$ cat src/sv/mic_slot_select_dc_blocker_unit_assert.svh
// Assertion macros for the mic slot select DC blocker datapath.
`ifndef MIC_SLOT_SELECT_DC_BLOCKER_UNIT_ASSERT_SVH
`define MIC_SLOT_SELECT_DC_BLOCKER_UNIT_ASSERT_SVH

// Same-cycle implication, sampled on clk, off during reset
`define MSDC_ASSERT_NOW(label, ante, cons, msg) \
label: assert property (@(posedge clk) disable iff (!arst_n) (ante) |-> (cons)) \
	else $error(msg);

// Next-cycle implication, sampled on clk, off during reset
`define MSDC_ASSERT_NEXT(label, ante, cons, msg) \
label: assert property (@(posedge clk) disable iff (!arst_n) (ante) |=> (cons)) \
	else $error(msg);

`endif

$ cat src/sv/msdc_pkg.sv
// Package: constants, state encoding and control structs of the slot select DC blocker.
`default_nettype none

package msdc_pkg;

	localparam int SAMPLE_W           = 32;
	localparam int PCM_W              = 16;
	localparam int ACC_W              = 25;
	localparam int BUF_DEPTH          = 64;
	localparam int FIRST_CHUNK_FRAMES = 64;
	localparam int ADDR_W             = $clog2(BUF_DEPTH);
	localparam int CNT_W              = ADDR_W + 1;
	localparam int FRAME_W            = 2 * PCM_W;

	// Sequencer states
	typedef enum logic [2:0] {
		ST_IDLE,
		ST_PEAK,
		ST_DECIDE,
		ST_READ,
		ST_DECAY,
		ST_FILT
	} state_t;

	// Controller to datapath
	typedef struct packed {
		logic load_in;
		logic peak_upd;
		logic decide;
		logic decay_ld;
		logic filt_ld;
		logic idx_inc;
	} cmd_t;

	// Datapath to controller
	typedef struct packed {
		logic decided;
		logic decide_now;
		logic draining;
		logic last_drain;
		logic out_free;
	} sts_t;

endpackage

`default_nettype wire

$ cat src/sv/msdc_in_if.sv
// Interface: input frame channel (valid/ready plus stereo sample payload).
`default_nettype none

interface msdc_in_if;
	import msdc_pkg::*;

	logic                       valid;
	logic                       ready;
	logic signed [SAMPLE_W-1:0] left_sample;
	logic signed [SAMPLE_W-1:0] right_sample;
	logic                       chunk_end;

	modport source (output valid, output left_sample, output right_sample,
		output chunk_end, input ready);
	modport sink (input valid, input left_sample, input right_sample,
		input chunk_end, output ready);
endinterface

`default_nettype wire

$ cat src/sv/msdc_out_if.sv
// Interface: output result channel (valid/ready plus PCM payload).
`default_nettype none

interface msdc_out_if;
	import msdc_pkg::*;

	logic                    valid;
	logic                    ready;
	logic signed [PCM_W-1:0] pcm_sample;
	logic                    right_chosen;
	logic                    last;

	modport source (output valid, output pcm_sample, output right_chosen,
		output last, input ready);
	modport sink (input valid, input pcm_sample, input right_chosen,
		input last, output ready);
endinterface

`default_nettype wire

$ cat src/sv/msdc_ram.sv
// Generic single-write, single-read RAM with registered read data.
`default_nettype none

module msdc_ram #(
	parameter int WIDTH = 32,
	parameter int DEPTH = 64
) (
	input  wire logic                     clk,
	input  wire logic                     we,
	input  wire logic [$clog2(DEPTH)-1:0] waddr,
	input  wire logic [WIDTH-1:0]         wdata,
	input  wire logic [$clog2(DEPTH)-1:0] raddr,
	output logic      [WIDTH-1:0]         rdata
);

	logic [WIDTH-1:0] mem [DEPTH];

	// Write port and registered read port
	always_ff @(posedge clk) begin
		if (we) begin
			mem[waddr] <= wdata;
		end
		rdata <= mem[raddr];
	end

endmodule

`default_nettype wire

$ cat src/sv/msdc_ctrl.sv
// Sequencer: steps each transaction through store, decide, drain and filter.
`default_nettype none

module msdc_ctrl (
	input  wire logic          clk,
	input  wire logic          arst_n,
	input  wire logic          in_valid,
	output logic               in_ready,
	output msdc_pkg::cmd_t     cmd,
	input  wire msdc_pkg::sts_t sts
);
	import msdc_pkg::*;

	state_t state_q;
	state_t state_d;

	// State register
	always_ff @(posedge clk or negedge arst_n) begin
		if (!arst_n) begin
			state_q <= ST_IDLE;
		end else begin
			state_q <= state_d;
		end
	end

	// Next state
	always_comb begin
		state_d = state_q;
		unique case (state_q)
			ST_IDLE: begin
				if (in_valid) begin
					state_d = sts.decided ? ST_DECAY : ST_PEAK;
				end
			end
			ST_PEAK: begin
				state_d = sts.decide_now ? ST_DECIDE : ST_IDLE;
			end
			ST_DECIDE: begin
				state_d = ST_READ;
			end
			ST_READ: begin
				state_d = ST_DECAY;
			end
			ST_DECAY: begin
				state_d = ST_FILT;
			end
			ST_FILT: begin
				if (sts.out_free) begin
					state_d = (sts.draining && !sts.last_drain) ? ST_READ : ST_IDLE;
				end
			end
			default: begin
				state_d = ST_IDLE;
			end
		endcase
	end

	// Outputs
	always_comb begin
		cmd      = '0;
		in_ready = 1'b0;
		unique case (state_q)
			ST_IDLE: begin
				in_ready    = 1'b1;
				cmd.load_in = in_valid;
			end
			ST_PEAK: begin
				cmd.peak_upd = 1'b1;
			end
			ST_DECIDE: begin
				cmd.decide = 1'b1;
			end
			ST_READ: begin
				// RAM read of the current drain index is in flight
			end
			ST_DECAY: begin
				cmd.decay_ld = 1'b1;
			end
			ST_FILT: begin
				cmd.filt_ld = sts.out_free;
				cmd.idx_inc = sts.out_free && sts.draining && !sts.last_drain;
			end
			default: begin
			end
		endcase
	end

endmodule

`default_nettype wire

$ cat src/sv/msdc_dp.sv
// Datapath: peak tracking, frame buffer, DC blocking filter and output register.
`default_nettype none
`include "mic_slot_select_dc_blocker_unit_assert.svh"

module msdc_dp (
	input  wire logic                                clk,
	input  wire logic                                arst_n,
	input  wire logic signed [msdc_pkg::SAMPLE_W-1:0] left_sample,
	input  wire logic signed [msdc_pkg::SAMPLE_W-1:0] right_sample,
	input  wire logic                                chunk_end,
	input  wire logic                                out_ready,
	input  wire msdc_pkg::cmd_t                      cmd,
	output msdc_pkg::sts_t                           sts,
	output logic                                     out_valid,
	output logic signed [msdc_pkg::PCM_W-1:0]        pcm_sample,
	output logic                                     right_chosen,
	output logic                                     last
);
	import msdc_pkg::*;

	// Captured transaction
	logic [SAMPLE_W-1:0]     in_left_q;
	logic [SAMPLE_W-1:0]     in_right_q;
	logic                    in_end_q;

	// Selection state
	logic [SAMPLE_W-1:0]     pk_l_q;
	logic [SAMPLE_W-1:0]     pk_r_q;
	logic [CNT_W-1:0]        count_q;
	logic [ADDR_W-1:0]       idx_q;
	logic                    decided_q;
	logic                    right_sel_q;
	logic                    drain_q;

	// Filter state
	logic signed [PCM_W-1:0] x_q;
	logic signed [ACC_W-1:0] decay_q;
	logic signed [PCM_W-1:0] prev_in_q;
	logic signed [ACC_W-1:0] prev_out_q;

	// Output register
	logic                    out_valid_q;
	logic signed [PCM_W-1:0] pcm_q;
	logic                    right_q;
	logic                    last_q;

	logic [SAMPLE_W-1:0]     mag_l;
	logic [SAMPLE_W-1:0]     mag_r;
	logic [FRAME_W-1:0]      rd_frame;
	logic signed [PCM_W-1:0] x_sel;
	logic signed [30:0]      prod;
	logic signed [30:0]      prod_adj;
	logic signed [ACC_W-1:0] y_sum;
	logic signed [PCM_W-1:0] pcm_sat;
	logic                    out_free;
	logic                    last_drain;
	logic                    decide_now;

	// Frame buffer: left upper half in high bits, right upper half in low bits
	msdc_ram #(
		.WIDTH (FRAME_W),
		.DEPTH (BUF_DEPTH)
	) u_buf (
		.clk   (clk),
		.we    (cmd.peak_upd),
		.waddr (count_q[ADDR_W-1:0]),
		.wdata ({in_left_q[SAMPLE_W-1 -: PCM_W], in_right_q[SAMPLE_W-1 -: PCM_W]}),
		.raddr (idx_q),
		.rdata (rd_frame)
	);

	// Magnitudes; the most negative input maps to 2^31
	assign mag_l = in_left_q[SAMPLE_W-1] ? (SAMPLE_W'(0) - in_left_q) : in_left_q;
	assign mag_r = in_right_q[SAMPLE_W-1] ? (SAMPLE_W'(0) - in_right_q) : in_right_q;

	assign decide_now = in_end_q || ((count_q + CNT_W'(1)) == CNT_W'(FIRST_CHUNK_FRAMES));
	assign last_drain = ({1'b0, idx_q} + CNT_W'(1)) == count_q;
	assign out_free   = !out_valid_q || out_ready;

	// Filter input: buffered frame while draining, else the live frame
	always_comb begin
		if (drain_q) begin
			x_sel = right_sel_q ? $signed(rd_frame[PCM_W-1:0])
				: $signed(rd_frame[FRAME_W-1 -: PCM_W]);
		end else begin
			x_sel = right_sel_q ? $signed(in_right_q[SAMPLE_W-1 -: PCM_W])
				: $signed(in_left_q[SAMPLE_W-1 -: PCM_W]);
		end
	end

	// Decay term: 63*y_prev/64 truncated toward zero
	assign prod     = $signed({prev_out_q, 6'b0}) - 31'(prev_out_q);
	assign prod_adj = prod + (prod[30] ? 31'sd63 : 31'sd0);

	// Filter sum, doubled and saturated
	assign y_sum = ACC_W'(x_q) - ACC_W'(prev_in_q) + decay_q;

	always_comb begin
		if (y_sum > 25'sd16383) begin
			pcm_sat = 16'sh7FFF;
		end else if (y_sum < -25'sd16384) begin
			pcm_sat = 16'sh8000;
		end else begin
			pcm_sat = {y_sum[PCM_W-2:0], 1'b0};
		end
	end

	// Captured payload, filter operands and output payload
	always_ff @(posedge clk) begin
		if (cmd.load_in) begin
			in_left_q  <= left_sample;
			in_right_q <= right_sample;
			in_end_q   <= chunk_end;
		end
		if (cmd.decay_ld) begin
			x_q     <= x_sel;
			decay_q <= ACC_W'(prod_adj >>> 6);
		end
		if (cmd.filt_ld) begin
			pcm_q   <= pcm_sat;
			right_q <= right_sel_q;
			last_q  <= drain_q ? last_drain : 1'b1;
		end
	end

	// Selection, filter and output valid state
	always_ff @(posedge clk or negedge arst_n) begin
		if (!arst_n) begin
			pk_l_q       <= '0;
			pk_r_q       <= '0;
			count_q      <= '0;
			idx_q        <= '0;
			decided_q    <= 1'b0;
			right_sel_q  <= 1'b0;
			drain_q      <= 1'b0;
			prev_in_q    <= '0;
			prev_out_q   <= '0;
			out_valid_q  <= 1'b0;
		end else begin
			if (cmd.peak_upd) begin
				if (mag_l > pk_l_q) begin
					pk_l_q <= mag_l;
				end
				if (mag_r > pk_r_q) begin
					pk_r_q <= mag_r;
				end
				count_q <= count_q + CNT_W'(1);
			end
			if (cmd.decide) begin
				decided_q   <= 1'b1;
				right_sel_q <= pk_r_q > pk_l_q;
				drain_q     <= 1'b1;
				idx_q       <= '0;
			end
			if (cmd.idx_inc) begin
				idx_q <= idx_q + ADDR_W'(1);
			end
			if (cmd.filt_ld) begin
				prev_in_q  <= x_q;
				prev_out_q <= y_sum;
				if (drain_q && last_drain) begin
					drain_q <= 1'b0;
				end
			end
			if (cmd.filt_ld) begin
				out_valid_q <= 1'b1;
			end else if (out_ready) begin
				out_valid_q <= 1'b0;
			end
		end
	end

	assign sts.decided    = decided_q;
	assign sts.decide_now = decide_now;
	assign sts.draining   = drain_q;
	assign sts.last_drain = last_drain;
	assign sts.out_free   = out_free;

	assign out_valid    = out_valid_q;
	assign pcm_sample   = pcm_q;
	assign right_chosen = right_q;
	assign last         = last_q;

	`MSDC_ASSERT_NOW(a_count_bound, 1'b1, count_q <= CNT_W'(FIRST_CHUNK_FRAMES), "frame count overran")
	`MSDC_ASSERT_NEXT(a_decided_sticky, decided_q, decided_q, "slot decision was lost")
	`MSDC_ASSERT_NEXT(a_count_frozen, decided_q, $stable(count_q), "buffer count moved after decision")
	`MSDC_ASSERT_NOW(a_no_overwrite, cmd.filt_ld, out_free, "result loaded over a pending one")
	`MSDC_ASSERT_NOW(a_drain_decided, drain_q, decided_q, "draining before a decision")

endmodule

`default_nettype wire

$ cat src/sv/mic_slot_select_dc_blocker_unit.sv
// Top level: microphone slot selector with DC blocking high-pass filter.
`default_nettype none

// Stereo 32-bit frames come in on in_ch; filtered 16-bit PCM goes out on out_ch.
// Until a slot is chosen, each frame is captured, then given a peak update and
// buffer write, and gives no result. The frame that closes the first chunk
// (chunk_end, or the buffer reaching its frame limit) adds a decision step,
// then the buffer drains one stored frame at a time (RAM read, decay term,
// filter sum), all with right_chosen fixed and last on the final one. After that
// every frame goes through capture, decay term, filter sum into the output
// register. The steps follow from the sequencer sharing one filter and the
// buffer's single registered read port; a stalled output holds the filter step.
// The buffer needs no clear after reset: only written entries are ever read.
module mic_slot_select_dc_blocker_unit (
	input  wire logic clk,
	input  wire logic arst_n,
	msdc_in_if.sink   in_ch,
	msdc_out_if.source out_ch
);
	import msdc_pkg::*;

	cmd_t cmd;
	sts_t sts;

	msdc_ctrl u_ctrl (
		.clk      (clk),
		.arst_n   (arst_n),
		.in_valid (in_ch.valid),
		.in_ready (in_ch.ready),
		.cmd      (cmd),
		.sts      (sts)
	);

	msdc_dp u_dp (
		.clk          (clk),
		.arst_n       (arst_n),
		.left_sample  (in_ch.left_sample),
		.right_sample (in_ch.right_sample),
		.chunk_end    (in_ch.chunk_end),
		.out_ready    (out_ch.ready),
		.cmd          (cmd),
		.sts          (sts),
		.out_valid    (out_ch.valid),
		.pcm_sample   (out_ch.pcm_sample),
		.right_chosen (out_ch.right_chosen),
		.last         (out_ch.last)
	);

endmodule

`default_nettype wire
$ cat src/flat_wrapper.sv
// flat-port wrapper written by rule: the top's interface ports become plain ports
module mic_slot_select_dc_blocker_unit_flat import msdc_pkg::*;
  (clk, arst_n, in_ch_valid, in_ch_left_sample, in_ch_right_sample, in_ch_chunk_end, in_ch_ready, out_ch_valid, out_ch_pcm_sample, out_ch_right_chosen, out_ch_last, out_ch_ready);
  msdc_in_if in_ch_i ();
  msdc_out_if out_ch_i ();
  input  wire logic clk;
  input  wire logic arst_n;
  input wire logic [$bits(in_ch_i.valid)-1:0] in_ch_valid;
  input wire logic [$bits(in_ch_i.left_sample)-1:0] in_ch_left_sample;
  input wire logic [$bits(in_ch_i.right_sample)-1:0] in_ch_right_sample;
  input wire logic [$bits(in_ch_i.chunk_end)-1:0] in_ch_chunk_end;
  output wire logic [$bits(in_ch_i.ready)-1:0] in_ch_ready;
  output wire logic [$bits(out_ch_i.valid)-1:0] out_ch_valid;
  output wire logic [$bits(out_ch_i.pcm_sample)-1:0] out_ch_pcm_sample;
  output wire logic [$bits(out_ch_i.right_chosen)-1:0] out_ch_right_chosen;
  output wire logic [$bits(out_ch_i.last)-1:0] out_ch_last;
  input wire logic [$bits(out_ch_i.ready)-1:0] out_ch_ready;
  assign in_ch_i.valid = in_ch_valid;
  assign in_ch_i.left_sample = in_ch_left_sample;
  assign in_ch_i.right_sample = in_ch_right_sample;
  assign in_ch_i.chunk_end = in_ch_chunk_end;
  assign in_ch_ready = in_ch_i.ready;
  assign out_ch_valid = out_ch_i.valid;
  assign out_ch_pcm_sample = out_ch_i.pcm_sample;
  assign out_ch_right_chosen = out_ch_i.right_chosen;
  assign out_ch_last = out_ch_i.last;
  assign out_ch_i.ready = out_ch_ready;
  mic_slot_select_dc_blocker_unit u_core (.clk(clk), .arst_n(arst_n), .in_ch(in_ch_i), .out_ch(out_ch_i));
endmodule
$ cat config.mk
export PLATFORM = sky130hd
export DESIGN_NAME = mic_slot_select_dc_blocker_unit_flat
export DESIGN_NICKNAME = d
export VERILOG_FILES = /design/src/sv/msdc_pkg.sv /design/src/sv/msdc_in_if.sv /design/src/sv/msdc_out_if.sv /design/src/sv/msdc_ram.sv /design/src/sv/msdc_ctrl.sv /design/src/sv/msdc_dp.sv /design/src/sv/mic_slot_select_dc_blocker_unit.sv /design/src/flat_wrapper.sv
export VERILOG_INCLUDE_DIRS = /design/src /design/src/sv
export SDC_FILE = /design/constraint.sdc
export NUM_CORES = 2
export LEC_CHECK = 0
export ABC_CLOCK_PERIOD_IN_PS = 5200
export BUFFER_PORTS_ARGS = -buffer_cell sky130_fd_sc_hd__buf_2
export CORE_AREA = 10 10 410 412
export CTS_CLUSTER_DIAMETER = 40
export CTS_CLUSTER_SIZE = 8
export DETAILED_ROUTE_END_ITERATION = 8
export DIE_AREA = 0 0 420 422
export GPL_ROUTABILITY_DRIVEN = 0
export PLACE_DENSITY = 0.76
export SLEW_MARGIN = 10
export SYNTH_ARGS = -nofsm -noshare
export SYNTH_HDL_FRONTEND = slang
export SYNTH_SLANG_ARGS = --single-unit
$ cat constraint.sdc
create_clock -name clk -period 5.2 [get_ports clk]
set_input_delay 0.26 -clock clk [delete_from_list [all_inputs] [get_ports clk]]
set_output_delay 0.26 -clock clk [all_outputs]
set_load 0.02 [all_outputs]
Word-level counts from Yosys, hierarchy flattened
Memory sizes are Yosys's and may differ from the RTL's. A register that Yosys moved wholly into a read port is not among the register bits. Index checks and enable logic that the tools add are counted.

Output and inout port bits: 20. Bits in latches: 0. RAM bits: 2048. Word-level logic and storage cells: 85. Input port bits: 69. Bits in read-only memories: 0. Flip-flop bits (word level): 249. Memories: 1.

Memories: u_core.u_dp.u_buf.mem (words 64, width 32, read ports 1, clocked after Yosys merged registers in 1, wr ports 1, RTL line msdc_ram.sv:16) `logic [WIDTH-1:0] mem [DEPTH];`.

Bitwise operators: 0. $add $sub $neg: 9. Multipliers: 0. Divide/modulo/power cells: 0. $lt $le $gt $ge: 5. Eq/ne operators: 9. Shift-type cells: 0. Muxes and demuxes: 28. Reduce and logical (&&, ||, !) cells: 14.

Operators by type and width (number): greater-than comparator 32 bit (3); two-way mux 16 bit (4); two-way mux 32 bit (2); subtractor 1 x 32 -> 32 bit (first input constant) (2); adder 31 x 7 -> 31 bit (1); subtractor 31 x 25 -> 31 bit (1); adder 17 x 25 -> 25 bit (1); greater-than comparator 25 x 15 -> 1 bit (second input constant) (1); less-than comparator 25 x 15 -> 1 bit (second input constant) (1); two-way mux 6 bit (3); case mux 3 bit (6 select lines) (1); subtractor 16 x 16 -> 17 bit (1); two-way mux 1 bit (12); two-way mux 3 bit (3); adder 6 x 1 -> 7 bit (second input constant) (1); adder 7 x 1 -> 7 bit (second input constant) (1); equality test 7 bit (1); equality test 7 bit (second input constant) (1); adder 6 x 1 -> 6 bit (second input constant) (1); equality test 3 x 2 -> 1 bit (second input constant) (2); equality test 3 bit (second input constant) (2); two-way mux 2 bit (3); AND reduction 2 bit (3); logical AND 1 bit (4); other kinds (6) (10).

Longest topological paths before layout
Depth in word-level cells: 7. Depth in mapped cells: 20. Depth with buffers taken out: 18.

Cells and area by module
A second synthesis with hierarchy kept.

Cell total of the unflattened synthesis: 5145. Area, all modules: 96558.9 um^2.

By module, submodules not included: msdc_ram (sequential area each 62139.6 um^2, instances 1, area an instance 78515.3 um^2, cells each 3324); msdc_dp (sequential area each 6776.5 um^2, instances 1, area an instance 17775.8 um^2, cells each 1788); msdc_ctrl (sequential area each 75.1 um^2, instances 1, area an instance 267.8 um^2, cells each 33).

Least setup slack after synthesis
No wires, ideal clock.

Path type: reg-to-reg. From: register u_core.u_dp.prev_out_q[3]. To: register u_core.u_dp.decay_q[24], data pin. Arrival: 4.563 ns. Setup time: 0.275 ns. Path buffers: 2. Required time: 4.925 ns. Clock period less this slack: 4.838 ns. Slack: 0.362 ns. Stages on the path, launching flop included: 20. Cells stage by stage: dfrtp_1 > ha_1 > buf_6 > a21o_1 > a2111o_1 > a31oi_4 > o211ai_1 > a21oi_1 > ha_1 > nor2_1 > and4_1 > nor2_1 > nand3b_1 > o41ai_4 > and4b_1 > buf_6 > nand4_2 > or3_4 > nor4_2 > xor2_1.

Word-level cells in the longest chain between the ends: 3.

Ends and longest elaborated chain: start: declaration (RTL line msdc_dp.sv:39) `logic signed [ACC_W-1:0] prev_out_q;`; start signal: assignment (RTL line msdc_dp.sv:160) `prev_out_q <= y_sum;`; subtractor 31 x 25 -> 31 bit (*) (RTL line msdc_dp.sv:92) `assign prod = $signed({prev_out_q, 6'b0}) - 31'(prev_out_q);`; two-way mux 6 bit (RTL line msdc_dp.sv:93) `assign prod_adj = prod + (prod[30] ? 31'sd63 : 31'sd0);`; adder 31 x 7 -> 31 bit (*) (RTL line msdc_dp.sv:93); net u_core.u_dp.prod_adj[30] (RTL line msdc_dp.sv:52) `logic signed [30:0] prod_adj;`; end signal: assignment (RTL line msdc_dp.sv:117) `decay_q <= ACC_W'(prod_adj >>> 6);`; end: declaration (RTL line msdc_dp.sv:37) `logic signed [ACC_W-1:0] decay_q;`.

The timed path passes the listed nets; every way through them passes the cells marked *. A chain may end at the register's enable or synchronous reset.

Worst setup path in the final report
From: register u_core.u_dp.prev_out_q[24]. To: register u_core.u_dp.decay_q[23], data pin.

Same word-level chain as after synthesis.

==> flow_metrics.py <==
metrics = {
    "floorplan": {
        "pin_count": 89,
        "coreArea_um2": 160000,
        "die_width_um": 420,
        "dieArea_um2": 177000,
        "chipHeight_um": 422,
        "fp-row-count": 147,
        "start_util_pct": 59.7,
    },
    "yosys": {
        "syn_area_um2": 95400,
        "synth.yosys.seq_area_share_pct": 72.3,
        "synth-seq-cells": 2329,
        "synth_edf_count": 2172,
        "synth.distinct_cells": 83,
        "synth_common_cells": "edfxtp_1 (2172), mux4_2 (688), inv_1 (201)",
        "synth-compound-area-share_pct": 2.66,
        "synthSimpleGateAreaFrac_pct": 2.42,
        "yosys.area_share.adder_pct": 2.55,
        "synth_area_per_cell_um2": 20.4,
        "syn_inst": 4678,
        "synth_xor_area_share_pct": 1.34,
        "syn_nets": 4927,
        "synth_warnings": 0,
        "yosysMostFrequentCell": "edfxtp_1",
        "yosys.area.top_type": "edfxtp_1",
        "synthMuxAreaShare_pct": 17.0,
        "async_flop_share_pct": 5.37,
        "synth_top_cell_area_share_pct": 68.4,
        "netlist_top_cells_area": "edfxtp_1 (68%), mux4_2 (16%), dfrtp_1 (3.3%), ha_1 (2.0%), xnor2_1 (1.0%)",
        "synth_top_family_by_area": "multiplexers",
        "synth_ff_type": "edfxtp_1",
    },
    "worst_setup_path": {
        "path_max_fanout": 7,
        "cp_data_arrival_time_ps": 5550,
        "r2r_setup_slack_ps": 310,
        "r2r_end": "u_core.u_dp.decay_q[23]$_DFFE_PP_",
        "reg2reg_from": "u_core.u_dp.prev_out_q[24]$_DFFE_PN0P_",
        "end_kind": "flop",
        "critPathLaunch": "u_core.u_dp.prev_out_q[24]$_DFFE_PN0P_",
        "startpoint_type": "flop",
        "critPathRequiredTime_ps": 5860,
        "crit_type": "flop to flop",
        "worstRegToRegCells": 18,
    },
    "sta": {
        "whs_ps": 47.5,
        "max_slew_margin_pct": 20.0,
        "tns_ps": 0,
        "drv_slew": 0,
        "fin_crit_ps": 4890,
        "final-setup-viol-count": 0,
        "finalWorstSetupSlack_ps": 309,
        "rsz0062_at_grt": "no",
        "final.setup_skew_ps": 52.6,
        "tightest_slew_ps": 1200,
        "hold_viol": 0,
        "period_share_pct": 94.1,
        "fmax_ghz": 0.204,
    },
    "power_and_ir_drop": {
        "p_per_area_nw_per_um2": 615,
        "p_leak_nw": 36.2,
        "peakVddDrop_mv": 0.720,
    },
    "final_layout": {
        "fin_area_um2": 110000,
        "multi_input_area_um2": 25300,
        "drive_gt1_share_pct": 28.9,
        "stdcell_count": 7364,
        "fill_cells": 9148,
        "nets": 5405,
        "seq_area_um2": 69000,
        "syn_to_final_growth_pct": 15.6,
    },
    "global_route": {
        "grt_use_total_pct": 29.5,
        "grt_pass1_wl_um": 376000,
        "grt.overflow.total": 0,
        "antenna_found_initial": 12,
        "grt_pass1_vias": 52800,
        "grt_max_degree": 129,
    },
    "min_path": {
        "hp-class": "input port to flop",
        "hold_depth": 2,
        "min_to": "u_core.u_dp.in_left_q[17]$_DFFE_PP_",
        "hp-start": "in_ch_left_sample[17]",
    },
    "drt": {
        "firstDrtPassIters": 6,
        "viasPerCell": 6.94,
        "drt_iter0_drc": 7004,
        "wire_per_inst_um": 35.2,
        "drt-total-wl_um": 259000,
        "ant_nets": 0,
        "vias": 51100,
        "drc_errors": 0,
    },
    "clocking": {
        "h-tree-depth": 5,
        "clock-sinks": 2329,
        "cts_tree": "done",
        "clock_latency_ps": 930,
        "clock_path_buffers": 4,
        "numCtsBuffers": 360,
        "cts-root-buf": "clkbuf_16",
        "clkTransAtPathRegs_ps": 50,
    },
    "placed_design": {
        "port-buffer-count": 88,
        "hpwl_um": 137000,
        "dp_slack_ps": 146,
        "dpl-instance-area_um2": 99600,
        "post-place-cells": 6807,
    },
    "run_status": {
        "outcome": "completed",
    },
    "run": {
        "drv_cap": 0,
    },
}
layout by cell type, fill, tap and decap left out, drive strengths merged, types with 21 or more instances in the layout:
| cell | instances |
|---|---|
| o21ai | 125 |
| buf | 257 |
| dfrtp | 125 |
| a21oi | 81 |
| nand2b | 24 |
| inv | 207 |
| nor2b | 26 |
| fa | 24 |
| clkinv | 29 |
| mux2 | 64 |
| clkbuf | 434 |
| nand4 | 29 |
| ha | 156 |
| mux4 | 688 |
| nand2 | 143 |
| dfxtp | 32 |
| o21a | 21 |
| dlygate4sd3 | 70 |
| edfxtp | 2172 |
| nand3 | 35 |
| a21o | 42 |
| nor2 | 124 |
| xor2 | 32 |
| xnor2 | 112 |
metal layers:
metal / up-vias / track usage [%] / share of wire [%]
li1: 20100 / - / -
met1: 26600 / 37.8 / 34
met2: 3760 / 46.9 / 49
met3: 733 / 7.98 / 11
met4: 4 / 14.8 / 5.7
met5: - / 0 / 0.010
cells by family after synthesis:
kind of cell             after synthesis
AO/OA/AOI/OAI                        389
XOR/XNOR                             144
adder cells (fa/ha/maj)              180
buffers and inverters                412
flip-flops                          2329
multiplexers                         755
AND/OR/NAND/NOR                      469
what timing repair did:
item                                   CTS  global route
buffers inserted                         0             2
hold buffers                            71             0
resized for setup                        0             5
setup endpoints to repair                0            39
endpoints found under the hold margin  139             0
area by class of cell:
class                   instances  share of cell area [%]
multi-input cells            1937                    23.0
flip-flops and latches       2329                    62.6
clock buffers                 434                    8.59
inverters                     201                   0.684
diodes                          5                  0.0113
repair buffers                327                    2.40
clock inverters                45                   0.364
well taps                    2086                    2.37
worst max-delay path by stage:
stage | to | slack (ps) | cells past startpoint
4_1_cts | u_core.u_dp.decay_q[14]$_DFFE_PP_ | 130 | 18
3_5_place_dp | u_core.u_dp.decay_q[14]$_DFFE_PP_ | 150 | 18
5_1_grt | u_core.u_dp.decay_q[23]$_DFFE_PP_ | 20 | 18
2_1_floorplan | u_core.u_dp.decay_q[24]$_DFFE_PP_ | 360 | 19
3_3_place_gp | u_core.u_dp.decay_q[24]$_DFFE_PP_ | 280 | 18
6_report | u_core.u_dp.decay_q[23]$_DFFE_PP_ | 310 | 18
report_power, final:
group	switching, mW	internal (mW)
Sequential	0.826	22.8
Clock	7.84	12.8
Combinational	13.9	9.59
critical path, stage by stage, from the launching register on:
cell      delay (ps)
dfrtp_1          330
inv_1            120
ha_1             400
nand4_1          170
or4_1            600
o211ai_1         240
a21oi_1          100
buf_4            180
ha_1             320
nand2_1           70
and4_1           220
nor2_1           150
nand3b_1         160
o41ai_4          380
and4b_2          370
nand4_2           90
or3_4            390
nor3_1           250
xnor2_1          100
registers in the layout, indices dropped and copies added (netlist names), 7 cells and up:
| register | cells |
|---|---|
| u_core.u_dp.pcm_sample | 16 |
| u_core.u_dp.in_right_q | 32 |
| u_core.u_dp.prev_out_q | 25 |
| u_core.u_dp.count_q | 7 |
| u_core.u_dp.pk_l_q | 32 |
| u_core.u_dp.x_q | 16 |
| u_core.u_dp.pk_r_q | 32 |
| u_core.u_dp.in_left_q | 32 |
| u_core.u_dp.u_buf.rdata | 32 |
| u_core.u_dp.prev_in_q | 16 |
| u_core.u_dp.decay_q | 25 |
| u_core.u_dp.u_buf.mem | 2048 |
stage by stage:
stage	power [mW]	utilization, %
floorplan	39.3	-
global placement	46.3	62.3
detailed placement	46.7	62.3
CTS	67.6	69.0
global route	70.5	69.0
finish	67.8	69.0
(Power assumes the default switching activity.)
